**config.mk**
```make
export PLATFORM = sky130hd
export DESIGN_NAME = ir_blob_beacon_servo_tracker
export DESIGN_NICKNAME = d
export VERILOG_FILES = /design/src/hw/rtl/ibst_pkg.sv /design/src/hw/rtl/ir_blob_beacon_servo_tracker.sv /design/src/hw/rtl/ibst_state_ram.sv /design/src/hw/rtl/ibst_pair_find.sv /design/src/hw/rtl/ibst_servo_upd.sv
export SDC_FILE = /design/constraint.sdc
export NUM_CORES = 2
export LEC_CHECK = 0
export BUFFER_PORTS_ARGS = -buffer_cell sky130_fd_sc_hd__buf_2
export CAP_MARGIN = 20
export CORE_ASPECT_RATIO = 1.1
export CORE_MARGIN = 5
export CORE_UTILIZATION = 57
export DETAILED_ROUTE_END_ITERATION = 7
export GPL_TIMING_DRIVEN = 0
export PLACE_DENSITY = 0.82
export SYNTH_ARGS = -nofsm -noshare
export SYNTH_HDL_FRONTEND = slang
export SYNTH_HIERARCHICAL = 1
export SYNTH_SLANG_ARGS = --single-unit
```
**constraint.sdc**
```tcl
create_clock -name clk -period 19.4 [get_ports clk]
set_input_delay 2.91 -clock clk [delete_from_list [all_inputs] [get_ports clk]]
set_output_delay 2.91 -clock clk [all_outputs]
set_load 0.02 [all_outputs]
```
**src/hw/rtl/ibst_pkg.sv**
```systemverilog
// Shared types, constants and helpers of the IR blob beacon servo tracker.
package ibst_pkg;

	localparam int NUM_BLOBS = 4;
	localparam int RAW_W     = 24;
	localparam int COORD_W   = 10;
	localparam int ANG_W     = 12;
	localparam int CNT_W     = 16;

	localparam logic [3:0]         SIZE_ABSENT = 4'hF;
	localparam logic [COORD_W-1:0] GAP_START   = 10'd999;
	localparam logic [ANG_W-1:0]   ANGLE_MAX   = 12'hFFF;
	localparam logic [7:0]         RECIP_FIVE  = 8'd205;

	typedef enum logic [2:0] {
		REG_CENTRE_LEFT  = 3'd0,
		REG_CENTRE_RIGHT = 3'd1,
		REG_CENTRE_TOL   = 3'd2,
		REG_PAIR_TOL     = 3'd3,
		REG_SERVO_LOWER  = 3'd4,
		REG_SERVO_UPPER  = 3'd5,
		REG_SWEEP_STEP   = 3'd6,
		REG_DEAD_ZONE    = 3'd7
	} reg_idx_t;

	typedef struct packed {
		logic [COORD_W-1:0] centre_left;
		logic [COORD_W-1:0] centre_right;
		logic [COORD_W-1:0] centre_tol;
		logic [COORD_W-1:0] pair_tol;
		logic [ANG_W-1:0]   lower;
		logic [ANG_W-1:0]   upper;
		logic [COORD_W-1:0] step;
		logic [COORD_W-1:0] dead;
	} cfg_t;

	// per-camera state word
	typedef struct packed {
		logic [1:0][ANG_W-1:0] lock_angle;
		logic [1:0]            locked;
		logic                  seen;
		logic [CNT_W-1:0]      count;
		logic                  sweep_left;
		logic [ANG_W-1:0]      angle;
	} entry_t;

	typedef struct packed {
		logic [NUM_BLOBS-1:0] mask;
		logic                 centre_valid;
		logic [COORD_W-1:0]   centre_x;
		logic [ANG_W-1:0]     angle;
		logic                 seen;
		logic                 locked;
		logic [ANG_W-1:0]     lock_angle;
		logic [CNT_W-1:0]     total;
	} result_t;

	// floor(x/5) for x below 1024: reciprocal multiply
	function automatic logic [7:0] div5(input logic [COORD_W-1:0] x);
		logic [17:0] prod;
		prod = x * RECIP_FIVE;
		return prod[17:10];
	endfunction

	function automatic logic [ANG_W-1:0] sat_angle(input logic signed [15:0] v);
		logic [ANG_W-1:0] r;
		if (v < 16'sd0)
			r = '0;
		else if (v > signed'({4'd0, ANGLE_MAX}))
			r = ANGLE_MAX;
		else
			r = v[ANG_W-1:0];
		return r;
	endfunction

endpackage

```
**src/hw/rtl/ir_blob_beacon_servo_tracker.sv**
```systemverilog
// Top level of the IR blob beacon servo tracker.
//
// One request on the slave stream is one four-blob camera report:
//   s_tuser = {beacon_kind, camera_select}, s_tdata = four 24-bit raw blobs.
// One request on the master stream is the tracker result for that report,
//   camera id in m_tuser, the rest packed in m_tdata.
// Config is an APB-style port, eight registers at 4*i, pready tied high;
//   write only while the block is idle.
// Pipeline: accept (state read issued) -> s1 pair search with the state word
//   -> s2 servo update, state written back -> output register.
// Results: an accepted request passes through s1, s2 and the output register
//   before m_tvalid rises for it. Throughput is one request per cycle while
//   the receiver keeps m_tready high: the state memory takes one read and one
//   write each cycle, with back-to-back requests to one camera served by
//   forwarding the write-back data into s1 and s2.
// At reset the config returns to its defaults and the per-camera valid bits
//   clear, so every camera starts from an all-zero state word; no sweep.
// A stalled receiver holds the output register; s2 and s1 keep filling and
//   s_tready drops only once all three stages hold a request.
module ir_blob_beacon_servo_tracker #(
	parameter int CAMERA_COUNT = 2,
	parameter int BLOB_COUNT   = 4
) (
	input  logic        clk,
	input  logic        arst_n,
	// APB config
	input  logic        psel,
	input  logic        penable,
	input  logic        pwrite,
	input  logic [4:0]  paddr,
	input  logic [31:0] pwdata,
	output logic [31:0] prdata,
	output logic        pready,
	// s_tdata: blob_a_raw[23:0], blob_b_raw[47:24], blob_c_raw[71:48], blob_d_raw[95:72]
	input  logic [95:0] s_tdata,
	// s_tuser: camera_select[0], beacon_kind[1]
	input  logic [1:0]  s_tuser,
	input  logic        s_tvalid,
	output logic        s_tready,
	// m_tdata: blob_mask[3:0], centre_valid[4], centre_x[14:5], servo_angle[26:15],
	//          beacon_seen[27], beacon_locked[28], locked_angle[40:29],
	//          sweep_total[56:41], zero fill[63:57]
	output logic [63:0] m_tdata,
	// m_tuser: camera_id[0]
	output logic        m_tuser,
	output logic        m_tvalid,
	input  logic        m_tready
);
	import ibst_pkg::*;

	localparam int CAM_W = (CAMERA_COUNT > 1) ? $clog2(CAMERA_COUNT) : 1;

	// ---------------- config registers ----------------
	cfg_t     cfg_q;
	reg_idx_t widx, ridx;

	assign pready = 1'b1;
	assign widx   = reg_idx_t'(paddr[4:2]);
	assign ridx   = reg_idx_t'(paddr[4:2]);

	always_ff @(posedge clk or negedge arst_n) begin
		if (!arst_n) begin
			cfg_q.centre_left  <= 10'd512;
			cfg_q.centre_right <= 10'd512;
			cfg_q.centre_tol   <= 10'd20;
			cfg_q.pair_tol     <= 10'd20;
			cfg_q.lower        <= 12'd600;
			cfg_q.upper        <= 12'd2400;
			cfg_q.step         <= 10'd20;
			cfg_q.dead         <= 10'd10;
		end else if (psel && penable && pwrite && pready) begin
			case (widx)
				REG_CENTRE_LEFT:  cfg_q.centre_left  <= pwdata[COORD_W-1:0];
				REG_CENTRE_RIGHT: cfg_q.centre_right <= pwdata[COORD_W-1:0];
				REG_CENTRE_TOL:   cfg_q.centre_tol   <= pwdata[COORD_W-1:0];
				REG_PAIR_TOL:     cfg_q.pair_tol     <= pwdata[COORD_W-1:0];
				REG_SERVO_LOWER:  cfg_q.lower        <= pwdata[ANG_W-1:0];
				REG_SERVO_UPPER:  cfg_q.upper        <= pwdata[ANG_W-1:0];
				REG_SWEEP_STEP:   cfg_q.step         <= pwdata[COORD_W-1:0];
				REG_DEAD_ZONE:    cfg_q.dead         <= pwdata[COORD_W-1:0];
				default:          cfg_q              <= cfg_q;
			endcase
		end
	end

	always_comb begin
		case (ridx)
			REG_CENTRE_LEFT:  prdata = {22'd0, cfg_q.centre_left};
			REG_CENTRE_RIGHT: prdata = {22'd0, cfg_q.centre_right};
			REG_CENTRE_TOL:   prdata = {22'd0, cfg_q.centre_tol};
			REG_PAIR_TOL:     prdata = {22'd0, cfg_q.pair_tol};
			REG_SERVO_LOWER:  prdata = {20'd0, cfg_q.lower};
			REG_SERVO_UPPER:  prdata = {20'd0, cfg_q.upper};
			REG_SWEEP_STEP:   prdata = {22'd0, cfg_q.step};
			REG_DEAD_ZONE:    prdata = {22'd0, cfg_q.dead};
			default:          prdata = '0;
		endcase
	end

	// ---------------- pipeline control ----------------
	logic s1_v_q, s2_v_q, out_v_q;
	logic s1_go, s2_go, acc;

	assign s2_go    = s2_v_q && (!out_v_q || m_tready);
	assign s1_go    = s1_v_q && (!s2_v_q || s2_go);
	assign s_tready = !s1_v_q || s1_go;
	assign acc      = s_tvalid && s_tready;

	// camera index: select taken modulo the camera count
	logic [CAM_W-1:0] cam_in;
	assign cam_in = (CAMERA_COUNT > 1) ? CAM_W'(s_tuser[0]) : '0;

	// ---------------- state memory ----------------
	entry_t           ram_rdata, wdata;
	logic             ram_rvalid, we;
	logic [CAM_W-1:0] cam_s1, cam_s2;

	ibst_state_ram #(.DEPTH(CAMERA_COUNT), .AW(CAM_W)) u_ram (
		.clk    (clk),
		.arst_n (arst_n),
		.we     (we),
		.waddr  (cam_s2),
		.wdata  (wdata),
		.re     (acc),
		.raddr  (cam_in),
		.rdata  (ram_rdata),
		.rvalid (ram_rvalid)
	);

	// ---------------- s1: report + state word ----------------
	logic                              kind_s1;
	logic [NUM_BLOBS-1:0][RAW_W-1:0]   blobs_s1;
	entry_t                            hold_s1;
	logic                              fresh_s1;
	entry_t                            ent_s1, ent_fwd;

	always_ff @(posedge clk or negedge arst_n) begin
		if (!arst_n)
			s1_v_q <= 1'b0;
		else if (s_tready)
			s1_v_q <= s_tvalid;
	end

	// hold_s1 catches write-backs that land on or after the edge that issues the read
	always_ff @(posedge clk) begin
		if (acc) begin
			cam_s1   <= cam_in;
			kind_s1  <= s_tuser[1];
			blobs_s1 <= s_tdata;
			if (we && cam_s2 == cam_in) begin
				hold_s1  <= wdata;
				fresh_s1 <= 1'b0;
			end else
				fresh_s1 <= 1'b1;
		end else if (s1_v_q && we && cam_s2 == cam_s1) begin
			hold_s1  <= wdata;
			fresh_s1 <= 1'b0;
		end
	end

	assign ent_s1  = fresh_s1 ? (ram_rvalid ? ram_rdata : '0) : hold_s1;
	// write-back on the same edge as the move into s2
	assign ent_fwd = (we && cam_s2 == cam_s1) ? wdata : ent_s1;

	logic [NUM_BLOBS-1:0] mask_c;
	logic                 cv_c;
	logic [COORD_W-1:0]   cx_c;

	ibst_pair_find #(.BLOB_COUNT(BLOB_COUNT)) u_pair (
		.blobs        (blobs_s1),
		.kind         (kind_s1),
		.pair_tol     (cfg_q.pair_tol),
		.mask         (mask_c),
		.centre_valid (cv_c),
		.centre_x     (cx_c)
	);

	// ---------------- s2: servo update ----------------
	logic                 kind_s2, cv_s2;
	logic [NUM_BLOBS-1:0] mask_s2;
	logic [COORD_W-1:0]   cx_s2;
	entry_t               ent_s2;
	result_t              res;

	always_ff @(posedge clk or negedge arst_n) begin
		if (!arst_n)
			s2_v_q <= 1'b0;
		else if (!s2_v_q || s2_go)
			s2_v_q <= s1_v_q;
	end

	always_ff @(posedge clk) begin
		if (s1_go) begin
			cam_s2  <= cam_s1;
			kind_s2 <= kind_s1;
			mask_s2 <= mask_c;
			cv_s2   <= cv_c;
			cx_s2   <= cx_c;
			ent_s2  <= ent_fwd;
		end
	end

	ibst_servo_upd u_upd (
		.cur          (ent_s2),
		.cam_zero     (cam_s2 == '0),
		.kind         (kind_s2),
		.mask         (mask_s2),
		.centre_valid (cv_s2),
		.centre_x     (cx_s2),
		.cfg          (cfg_q),
		.nxt          (wdata),
		.res          (res)
	);

	assign we = s2_go;

	// ---------------- output register ----------------
	logic [63:0] m_tdata_q;
	logic        m_tuser_q;

	always_ff @(posedge clk or negedge arst_n) begin
		if (!arst_n)
			out_v_q <= 1'b0;
		else if (!out_v_q || m_tready)
			out_v_q <= s2_v_q;
	end

	always_ff @(posedge clk) begin
		if (s2_go) begin
			m_tuser_q <= cam_s2[0];
			m_tdata_q <= {7'd0, res.total, res.lock_angle, res.locked, res.seen,
				res.angle, res.centre_x, res.centre_valid, res.mask};
		end
	end

	assign m_tvalid = out_v_q;
	assign m_tdata  = m_tdata_q;
	assign m_tuser  = m_tuser_q;
endmodule

```
**src/hw/rtl/ibst_state_ram.sv**
```systemverilog
// Per-camera state memory: one write port, one registered read port, valid bits.
module ibst_state_ram #(
	parameter int DEPTH = 2,
	parameter int AW    = 1
) (
	input  logic               clk,
	input  logic               arst_n,
	input  logic               we,
	input  logic [AW-1:0]      waddr,
	input  ibst_pkg::entry_t   wdata,
	input  logic               re,
	input  logic [AW-1:0]      raddr,
	output ibst_pkg::entry_t   rdata,
	output logic               rvalid
);
	import ibst_pkg::*;

	entry_t           mem [DEPTH];
	logic [DEPTH-1:0] vld_q;
	entry_t           rdata_q;
	logic             rvalid_q;

	always_ff @(posedge clk) begin
		if (we)
			mem[waddr] <= wdata;
		if (re)
			rdata_q <= mem[raddr];
	end

	always_ff @(posedge clk or negedge arst_n) begin
		if (!arst_n) begin
			vld_q    <= '0;
			rvalid_q <= 1'b0;
		end else begin
			if (we)
				vld_q[waddr] <= 1'b1;
			if (re)
				rvalid_q <= vld_q[raddr];
		end
	end

	assign rdata  = rdata_q;
	assign rvalid = rvalid_q;
endmodule

```
**src/hw/rtl/ibst_pair_find.sv**
```systemverilog
// Blob unpacking and best-pair search over the camera report.
module ibst_pair_find #(
	parameter int BLOB_COUNT = 4
) (
	input  logic [ibst_pkg::NUM_BLOBS-1:0][ibst_pkg::RAW_W-1:0] blobs,
	input  logic                                              kind,
	input  logic [ibst_pkg::COORD_W-1:0]                       pair_tol,
	output logic [ibst_pkg::NUM_BLOBS-1:0]                     mask,
	output logic                                              centre_valid,
	output logic [ibst_pkg::COORD_W-1:0]                       centre_x
);
	import ibst_pkg::*;

	logic [NUM_BLOBS-1:0][COORD_W-1:0] bx, by;
	logic [NUM_BLOBS-1:0]              pres;

	always_comb begin
		for (int i = 0; i < NUM_BLOBS; i++) begin
			bx[i]   = {blobs[i][21:20], blobs[i][7:0]};
			by[i]   = {blobs[i][23:22], blobs[i][15:8]};
			pres[i] = (i < BLOB_COUNT) && (blobs[i][19:16] != SIZE_ABSENT);
		end
	end

	assign mask = pres;

	// six pairs in fixed order; a later pair wins only on a strictly smaller gap
	always_comb begin
		logic [COORD_W-1:0] best, gap;
		logic [COORD_W:0]   sum;
		best         = GAP_START;
		centre_valid = 1'b0;
		centre_x     = '0;
		for (int i = 0; i < NUM_BLOBS; i++) begin
			for (int j = i + 1; j < NUM_BLOBS; j++) begin
				if (kind)
					gap = (bx[i] > bx[j]) ? bx[i] - bx[j] : bx[j] - bx[i];
				else
					gap = (by[i] > by[j]) ? by[i] - by[j] : by[j] - by[i];
				sum = {1'b0, bx[i]} + {1'b0, bx[j]};
				if (pres[i] && pres[j] && gap < pair_tol && gap < best) begin
					best         = gap;
					centre_x     = sum[COORD_W:1];
					centre_valid = 1'b1;
				end
			end
		end
	end
endmodule

```
**src/hw/rtl/ibst_servo_upd.sv**
```systemverilog
// Sweep, correction and lock update of one camera's state word.
module ibst_servo_upd (
	input  ibst_pkg::entry_t                cur,
	input  logic                            cam_zero,
	input  logic                            kind,
	input  logic [ibst_pkg::NUM_BLOBS-1:0]  mask,
	input  logic                            centre_valid,
	input  logic [ibst_pkg::COORD_W-1:0]    centre_x,
	input  ibst_pkg::cfg_t                  cfg,
	output ibst_pkg::entry_t                nxt,
	output ibst_pkg::result_t               res
);
	import ibst_pkg::*;

	always_comb begin
		logic signed [15:0] a, up, lo, st, dz, c, t, tol;
		logic [COORD_W-1:0] off;
		a   = signed'({4'd0, cur.angle});
		up  = signed'({4'd0, cfg.upper});
		lo  = signed'({4'd0, cfg.lower});
		st  = signed'({6'd0, cfg.step});
		dz  = signed'({6'd0, cfg.dead});
		c   = signed'({6'd0, centre_x});
		t   = signed'({6'd0, cam_zero ? cfg.centre_left : cfg.centre_right});
		tol = signed'({6'd0, cfg.centre_tol});
		off = '0;
		nxt = cur;
		if (!centre_valid) begin
			nxt.seen         = 1'b0;
			nxt.locked[kind] = 1'b0;
			// forward half, then back half, in the same update
			if ((a <<< 1) < (up <<< 1) - 16'sd3 * st && !nxt.sweep_left)
				a = signed'({4'd0, sat_angle(a + st)});
			else begin
				nxt.sweep_left = 1'b1;
				nxt.count      = nxt.count + 1'b1;
			end
			if ((a <<< 1) > (lo <<< 1) + 16'sd3 * st && nxt.sweep_left)
				a = signed'({4'd0, sat_angle(a - st)});
			else begin
				nxt.sweep_left = 1'b0;
				nxt.count      = nxt.count + 1'b1;
			end
		end else if (!(c > t - tol && c < t + tol)) begin
			nxt.seen         = 1'b1;
			nxt.locked[kind] = 1'b0;
			if (c > t) begin
				off = COORD_W'(c - t);
				if (a > lo + dz)
					a = signed'({4'd0, sat_angle(a - signed'({8'd0, div5(off)}))});
			end else begin
				off = COORD_W'(t - c);
				if (a < up - dz)
					a = signed'({4'd0, sat_angle(a + signed'({8'd0, div5(off)}))});
			end
		end else begin
			nxt.lock_angle[kind] = cur.angle;
			nxt.locked[kind]     = 1'b1;
		end
		nxt.angle = a[ANG_W-1:0];

		res.mask         = mask;
		res.centre_valid = centre_valid;
		res.centre_x     = centre_valid ? centre_x : '0;
		res.angle        = nxt.angle;
		res.seen         = nxt.seen;
		res.locked       = nxt.locked[kind];
		res.lock_angle   = nxt.lock_angle[kind];
		res.total        = nxt.count;
	end
endmodule

```
# Yosys cells after proc, flatten, opt, wreduce, memory -nomap -nowiden
# Memory sizes are Yosys's and may differ from the RTL's. A register that Yosys moved wholly into a read port is not among the register bits.
# Index checks and enable logic that the tools add are counted.
dict set report totals {
  ram_bits 112
  inputBits 142
  memories 1
  out_inout_bits 100
  reg_bits 376
  wordCells 284
}
# memory words width rd rd_clocked_by_memory_dff wr line_no
set mem_list {}
lappend mem_list {u_ram.mem 2 56 1 1 1 ibst_state_ram.sv:18} ;# entry_t mem [DEPTH];
dict set report op_classes {
  muxes 81
  eq_ne 14
  reduce_logical 51
  bitwise 4
  add_sub_neg 44
  n_mul 3
  magnitude_cmp 44
}
# cell n
set op_table {}
lappend op_table {{56-bit two-way mux} 6}
lappend op_table {{10-bit two-way mux} 30}
lappend op_table {{10-bit subtractor} 26}
lappend op_table {{32-bit case mux with 8 select lines} 1}
lappend op_table {{12-bit two-way mux} 18}
lappend op_table {{10-bit > comparator} 13}
lappend op_table {{10-bit less-than comparator} 11}
lappend op_table {{10-bit by 10-bit adder with 11-bit output} 7}
lappend op_table {{17-bit two-way mux} 4}
lappend op_table {{16-bit by 13-bit > comparator with 1-bit output (second input constant)} 4}
lappend op_table {{16-bit by 1-bit less-than comparator with 1-bit output (second input constant)} 4}
lappend op_table {{24-bit two-way mux} 2}
lappend op_table {{10-bit by 8-bit multiplier with 18-bit output (second input constant)} 2}
lappend op_table {{16-bit by 1-bit adder with 16-bit output (second input constant)} 2}
lappend op_table {{1-bit logical AND} 32}
lappend op_table {{12-bit by 10-bit adder with 13-bit output} 2}
lappend op_table {{24-bit bitwise mux} 1}
lappend op_table {{2-bit AND reduction} 9}
lappend op_table {{14-bit by 16-bit adder with 16-bit output} 1}
lappend op_table {{11-bit by 16-bit > comparator with 1-bit output} 1}
lappend op_table {{13-bit by 16-bit > comparator with 1-bit output} 1}
lappend op_table {{16-bit > comparator} 1}
lappend op_table {{11-bit by 16-bit less-than comparator with 1-bit output} 1}
lappend op_table {{13-bit by 16-bit less-than comparator with 1-bit output} 1}
lappend op_table {{other kinds (31)} 61}

# Depth between registers and ports, before layout
dict set report depth {
  ltp_word 22
  ltp_mapped 76
  depth_no_buf 69
}

# By module
# The synthesis kept the hierarchy.
# mod cells_per_inst area_each_um2 n_inst seq_area_each_um2
set modules_own_cells {}
lappend modules_own_cells {ibst_pair_find 2077 15720.1 1 0.0}
lappend modules_own_cells {ir_blob_beacon_servo_tracker 876 14127.3 1 10787.8}
lappend modules_own_cells {ibst_servo_upd 1610 12185.4 1 0.0}
lappend modules_own_cells {ibst_state_ram 240 5964.5 1 5119.9}

# Least setup slack after synthesis
# OpenSTA, ideal clock, no wires.
dict set report synth_timing {
  path_type {register -> register}
  startpoint {reg blobs_s1[25] (netlist name)}
  endpoint {reg cx_s2[1] (data pin)}
  stages_incl_launch_ff 71
  t_arrival_ns 12.927
  synth_period_minus_slack_ns 13.188
  required_time_ns 19.139
  setup_time_ns 0.261
  setup_slack_ns 6.212
  cell_sequence {edfxtp_1 inv_1 fa_1 a21o_1 a221oi_2 o21bai_1 a2111o_1 o2111ai_1 a21oi_1 ha_1 o21a_1 o211ai_1 o21ba_2 a21oi_1 a21oi_1 nor2b_1 ha_1 a21o_1 (+35 left out) nor2b_1 o21ai_0 o211ai_1 a31oi_1 nand2_1 a21boi_2 buf_2 a21o_1 ha_1 a21oi_1 nor2b_1 o21ai_0 nand4_1 a21oi_1 o221ai_1 a21oi_2 buf_6 mux2i_1}
}
dict set report synth_via {
  elab_chain_cells 22
  word_cells_on_any_way 47
}
# item line_no
set synth_lines {}
lappend synth_lines {{from (decl)} ir_blob_beacon_servo_tracker.sv:132} ;# logic [NUM_BLOBS-1:0][RAW_W-1:0] blobs_s1;
lappend synth_lines {{from (signal assigned)} ir_blob_beacon_servo_tracker.sv:149} ;# blobs_s1 <= s_tdata;
lappend synth_lines {{10-bit subtractor or 10-bit > comparator (tied branches)} ibst_pair_find.sv:37} ;# gap = (bx[i] > bx[j]) ? bx[i] - bx[j] : bx[j] - bx[i];
lappend synth_lines {{10-bit two-way mux} ibst_pair_find.sv:37}
lappend synth_lines {{10-bit two-way mux} ibst_pair_find.sv:36} ;# if (kind)
lappend synth_lines {{10-bit less-than comparator} ibst_pair_find.sv:41} ;# if (pres[i] && pres[j] && gap < pair_tol && gap < best) begin
lappend synth_lines {{1-bit logical AND (2 in a row)} ibst_pair_find.sv:41}
lappend synth_lines {{10-bit two-way mux} ibst_pair_find.sv:41}
lappend synth_lines {{10-bit less-than comparator} ibst_pair_find.sv:41}
lappend synth_lines {{1-bit logical AND} ibst_pair_find.sv:41}
lappend synth_lines {{(+6 left out)} --}
lappend synth_lines {{10-bit two-way mux} ibst_pair_find.sv:41}
lappend synth_lines {{10-bit less-than comparator} ibst_pair_find.sv:41}
lappend synth_lines {{1-bit logical AND} ibst_pair_find.sv:41}
lappend synth_lines {{10-bit two-way mux} ibst_pair_find.sv:41}
lappend synth_lines {{10-bit less-than comparator} ibst_pair_find.sv:41}
lappend synth_lines {{1-bit logical AND} ibst_pair_find.sv:41}
lappend synth_lines {{10-bit two-way mux *} ibst_pair_find.sv:41}
lappend synth_lines {{net cx_c[1]} ir_blob_beacon_servo_tracker.sv:167} ;# logic [COORD_W-1:0] cx_c;
lappend synth_lines {{to (signal assigned)} ir_blob_beacon_servo_tracker.sv:198} ;# cx_s2 <= cx_c;
lappend synth_lines {{to (decl)} ir_blob_beacon_servo_tracker.sv:181} ;# logic [COORD_W-1:0] cx_s2;
# Mark *: on every way through the listed nets, which the timed path passes. The rest lies on a longest branch.
# A chain may end at the register's enable or synchronous reset.

# Worst setup path after layout
dict set report layout_timing {
  startpoint {reg blobs_s1[49] (netlist name)}
  endpoint {reg cx_s2[1] (data pin)}
}
dict set report layout_via {
  elab_chain_cells 19
  word_cells_on_any_way 43
}
# item line_no
set layout_lines {}
lappend layout_lines {{10-bit subtractor or 10-bit > comparator (tied branches)} ibst_pair_find.sv:37}
lappend layout_lines {{10-bit two-way mux} ibst_pair_find.sv:37}
lappend layout_lines {{10-bit two-way mux} ibst_pair_find.sv:36}
lappend layout_lines {{10-bit less-than comparator} ibst_pair_find.sv:41}
lappend layout_lines {{1-bit logical AND (2 in a row)} ibst_pair_find.sv:41}
lappend layout_lines {{10-bit two-way mux} ibst_pair_find.sv:41}
lappend layout_lines {{10-bit less-than comparator} ibst_pair_find.sv:41}
lappend layout_lines {{1-bit logical AND} ibst_pair_find.sv:41}
lappend layout_lines {{(+3 left out)} --}
lappend layout_lines {{10-bit two-way mux} ibst_pair_find.sv:41}
lappend layout_lines {{10-bit less-than comparator} ibst_pair_find.sv:41}
lappend layout_lines {{1-bit logical AND} ibst_pair_find.sv:41}
lappend layout_lines {{10-bit two-way mux} ibst_pair_find.sv:41}
lappend layout_lines {{10-bit less-than comparator} ibst_pair_find.sv:41}
lappend layout_lines {{1-bit logical AND} ibst_pair_find.sv:41}
lappend layout_lines {{10-bit two-way mux *} ibst_pair_find.sv:41}
lappend layout_lines {{net cx_c[1]} ir_blob_beacon_servo_tracker.sv:167}
# Marks and branches as above.

==> Implementation_results.wiki <==
{| class="wikitable"
! Metric !! Value
|-
| Result of the run || finished, final reports clean
|-
| Clock net sink count || approximately 530
|-
| Resized Gates After CTS || 0
|-
| Number of warnings printed during yosys synthesis || 6
|-
| Overall die area || 0.0894 sq mm
|-
| Largest net degree at the start of global routing || 97
|-
| Data required time of the critical path || 19.74 ns
|-
| MaxCap Viol Count || 0
|-
| Post-detailed-placement half-perimeter wirelength || ~110000 um
|-
| Most common library cell in the layout ignoring fill and taps || sky130_fd_sc_hd__ha_1
|-
| Sum of negative setup slack || 0 ns
|-
| Fraction of final layout cells sized beyond drive strength 1 || 0.137
|-
| DRT iter0 DRCs || 3112
|-
| Via count || roughly 38000
|-
| Clock root cell || sky130_fd_sc_hd__clkbuf_16
|-
| Effective utilization at floorplan || 0.573
|-
| Post-route cell area || 0.0521 sq mm
|-
| Final worst path period share || 0.937
|-
| Total setup violations reported at the end of the flow || 0
|-
| Cell family with the largest share of critical-path delay || compound AO/OA/AOI/OAI gates
|-
| GR Layer Usage met2 || 0.529
|-
| Crit path arrival time || 18.52 ns
|-
| Maximum clock insertion buffer count || 3
|-
| Clock transition at the registers of the reported paths || 0.06 ns
|-
| Final min period || 18.18 ns
|-
| Met1 routing resource usage after global routing || 0.359
|-
| Count of buffers from port buffering || 190
|-
| Total wire length after detailed routing || roughly 140000 um
|-
| All-layer global routing usage || 0.304
|-
| Site row count || 111
|-
| Detailed Routing Iterations Pass 1 || 7
|-
| Worst setup SP type || register
|-
| Number of instances in the synthesized netlist || 4780
|-
| WHS || 0.488 ns
|-
| Detail-routed via count per cell || 6.11
|-
| Area of the mapped netlist || 0.0476 sq mm
|-
| Commonest non-fill, non-tap cells in the layout || 672 x sky130_fd_sc_hd__ha_1, 444 x sky130_fd_sc_hd__edfxtp_1, 439 x sky130_fd_sc_hd__inv_1
|-
| Remaining number of nets flagged by the antenna check after routing || 0
|-
| Slowest cell on the critical path || sky130_fd_sc_hd__nor4_2
|-
| Worst skew pair latency || 0.67 ns
|-
| CTS Hold Bufs || 0
|-
| Horizontal extent of the die || 286 um
|-
| Min-delay worst type || register to register
|-
| Crit path capture type || register
|-
| Final global-route overflow total || 0
|-
| Max Fanout on Critical Path || 10
|-
| Floorplan Core Area || 0.0831 sq mm
|-
| Placed cell areas || between 0.05 and 0.06 sq mm
|-
| Buffers inserted by post-CTS timing repair || 0
|-
| Number of buffers added by the clock tree synthesis step || between 50 and 60
|-
| Number of buffer and inverter instances along the worst setup path || 10
|-
| Critical path's largest stage delay || a little under 0.9 ns
|-
| Setup repair after global routing missed its margin || false
|-
| Max Clk Rate || 55.0 MHz
|-
| Most Frequent Cell on Critical Path || sky130_fd_sc_hd__a21oi_1
|-
| Ports placed on the boundary || roughly 240
|-
| Average wire per cell in the routed design || about 23 um
|-
| Clock tree from TritonCTS || done
|-
| Normalized max-slew margin || 0.232
|-
| Global-route track usage on met3 || 0.0361
|-
| Slew Viols, Final || 0
|-
| Fin Clk Skew || 0.0775 ns
|-
| Synth-to-layout area growth || 9.51%
|-
| Number of nets in the final layout || 5952
|-
| Number of H-tree levels || 2
|-
| Most used routing layer || met2
|-
| Type of the worst setup path || register to register
|-
| Die extent in y || between 300 and 400 um
|-
| Number of antenna violations at the first check in global routing || 7
|-
| Number of global-route vias before repair || 37644
|-
| Worst-margin pin slew || 1.14 ns
|-
| Count of endpoints failing hold in the final timing report || 0
|-
| Wire length of the first global-routing pass || 212000 um
|-
| Synthesized area per cell || roughly 10 sq um
|-
| Number of design rule violations left after detail routing || 0
|-
| Weighted congestion at the end of routability-driven global placement || 0.983
|}
-- metrics by stage --
| step | std cells | worst slack, ns | utilization |
|---|---|---|---|
| 6_report | 6187 | 1.22 | 0.628 |
| 4_1_cts | 6183 | 1.64 | 0.628 |
| 3_5_place_dp | 6078 | 1.71 | 0.605 |
| 3_3_place_gp | 6069 | 1.74 | 0.602 |
| 2_1_floorplan | 4806 | 6.21 | - |
| 5_1_grt | 6184 | 0.417 | 0.628 |
-- worst reg2reg max path, delay by kind of cell (launching register included) --
kind	cells	cell delay, ns
buffers and inverters	10	2.53
xor gates and xnor gates	1	0.56
muxes	2	0.91
AOI/OAI and AO/OA	32	7.59
adders and majority gates	6	1.91
and+or+nand+nor	17	3.75
DFF	1	0.70
-- final timing paths --
| kind | depth (start not counted) | to | from | slack, ns |
|---|---|---|---|---|
| hold reg to reg | 1 | u_ram/vld_q[1]$_DFFE_PN0P_ | u_ram/vld_q[1]$_DFFE_PN0P_ | 0.49 |
| max in group asynchronous | 2 | cfg_q[58]$_DFFE_PN1P_ | arst_n | 16.51 |
| min in group asynchronous | 1 | cfg_q[8]$_DFFE_PN0P_ | arst_n | 2.14 |
| setup reg to reg | 68 | cx_s2[1]$_DFFE_PP_ | blobs_s1[49]$_DFFE_PP_ | 1.22 |
| setup / recovery | 68 | cx_s2[1]$_DFFE_PP_ | blobs_s1[49]$_DFFE_PP_ | 1.22 |
| hold / removal | 1 | u_ram/vld_q[1]$_DFFE_PN0P_ | u_ram/vld_q[1]$_DFFE_PN0P_ | 0.49 |
-- registers in the layout, summed over array words and instances, names as in the netlist, 2 cells and up --
| signal | cells |
|---|---|
| cx_s2 | 10 |
| u_ram/mem | 108 |
| mask_s2 | 4 |
| hold_s1 | 54 |
| u_ram/rdata | 54 |
| ent_s2 | 54 |
| blobs_s1 | 96 |
| m_tdata | 57 |
| cfg_q | 84 |
| u_ram/vld_q | 2 |
-- layout make-up --
cell class / count / area, sq um
Clock buffer: 76 / 1530
Sequential cell: 534 / 15600
Timing Repair Buffer: 199 / 1170
Clock inverter: 29 / 345
Tap cell: 1073 / 1340
Multi-Input combinational cell: 3606 / 29300
Buffer: 223 / 1190
Inverter: 443 / 1670
Fill cell: 6731 / 30900
Antenna cell: 4 / 10.0
-- routing by layer --
metal / vias to the layer above / part of all wire
li1: 17727 / -
met1: 18135 / 0.38
met2: 1513 / 0.48
met3: 407 / 0.057
met4: 6 / 0.075
met5: - / 0.00033
Power is left out: the tool's default activity adds up to more than one toggle a clock period on the data nets, which glitch-free logic cannot reach.
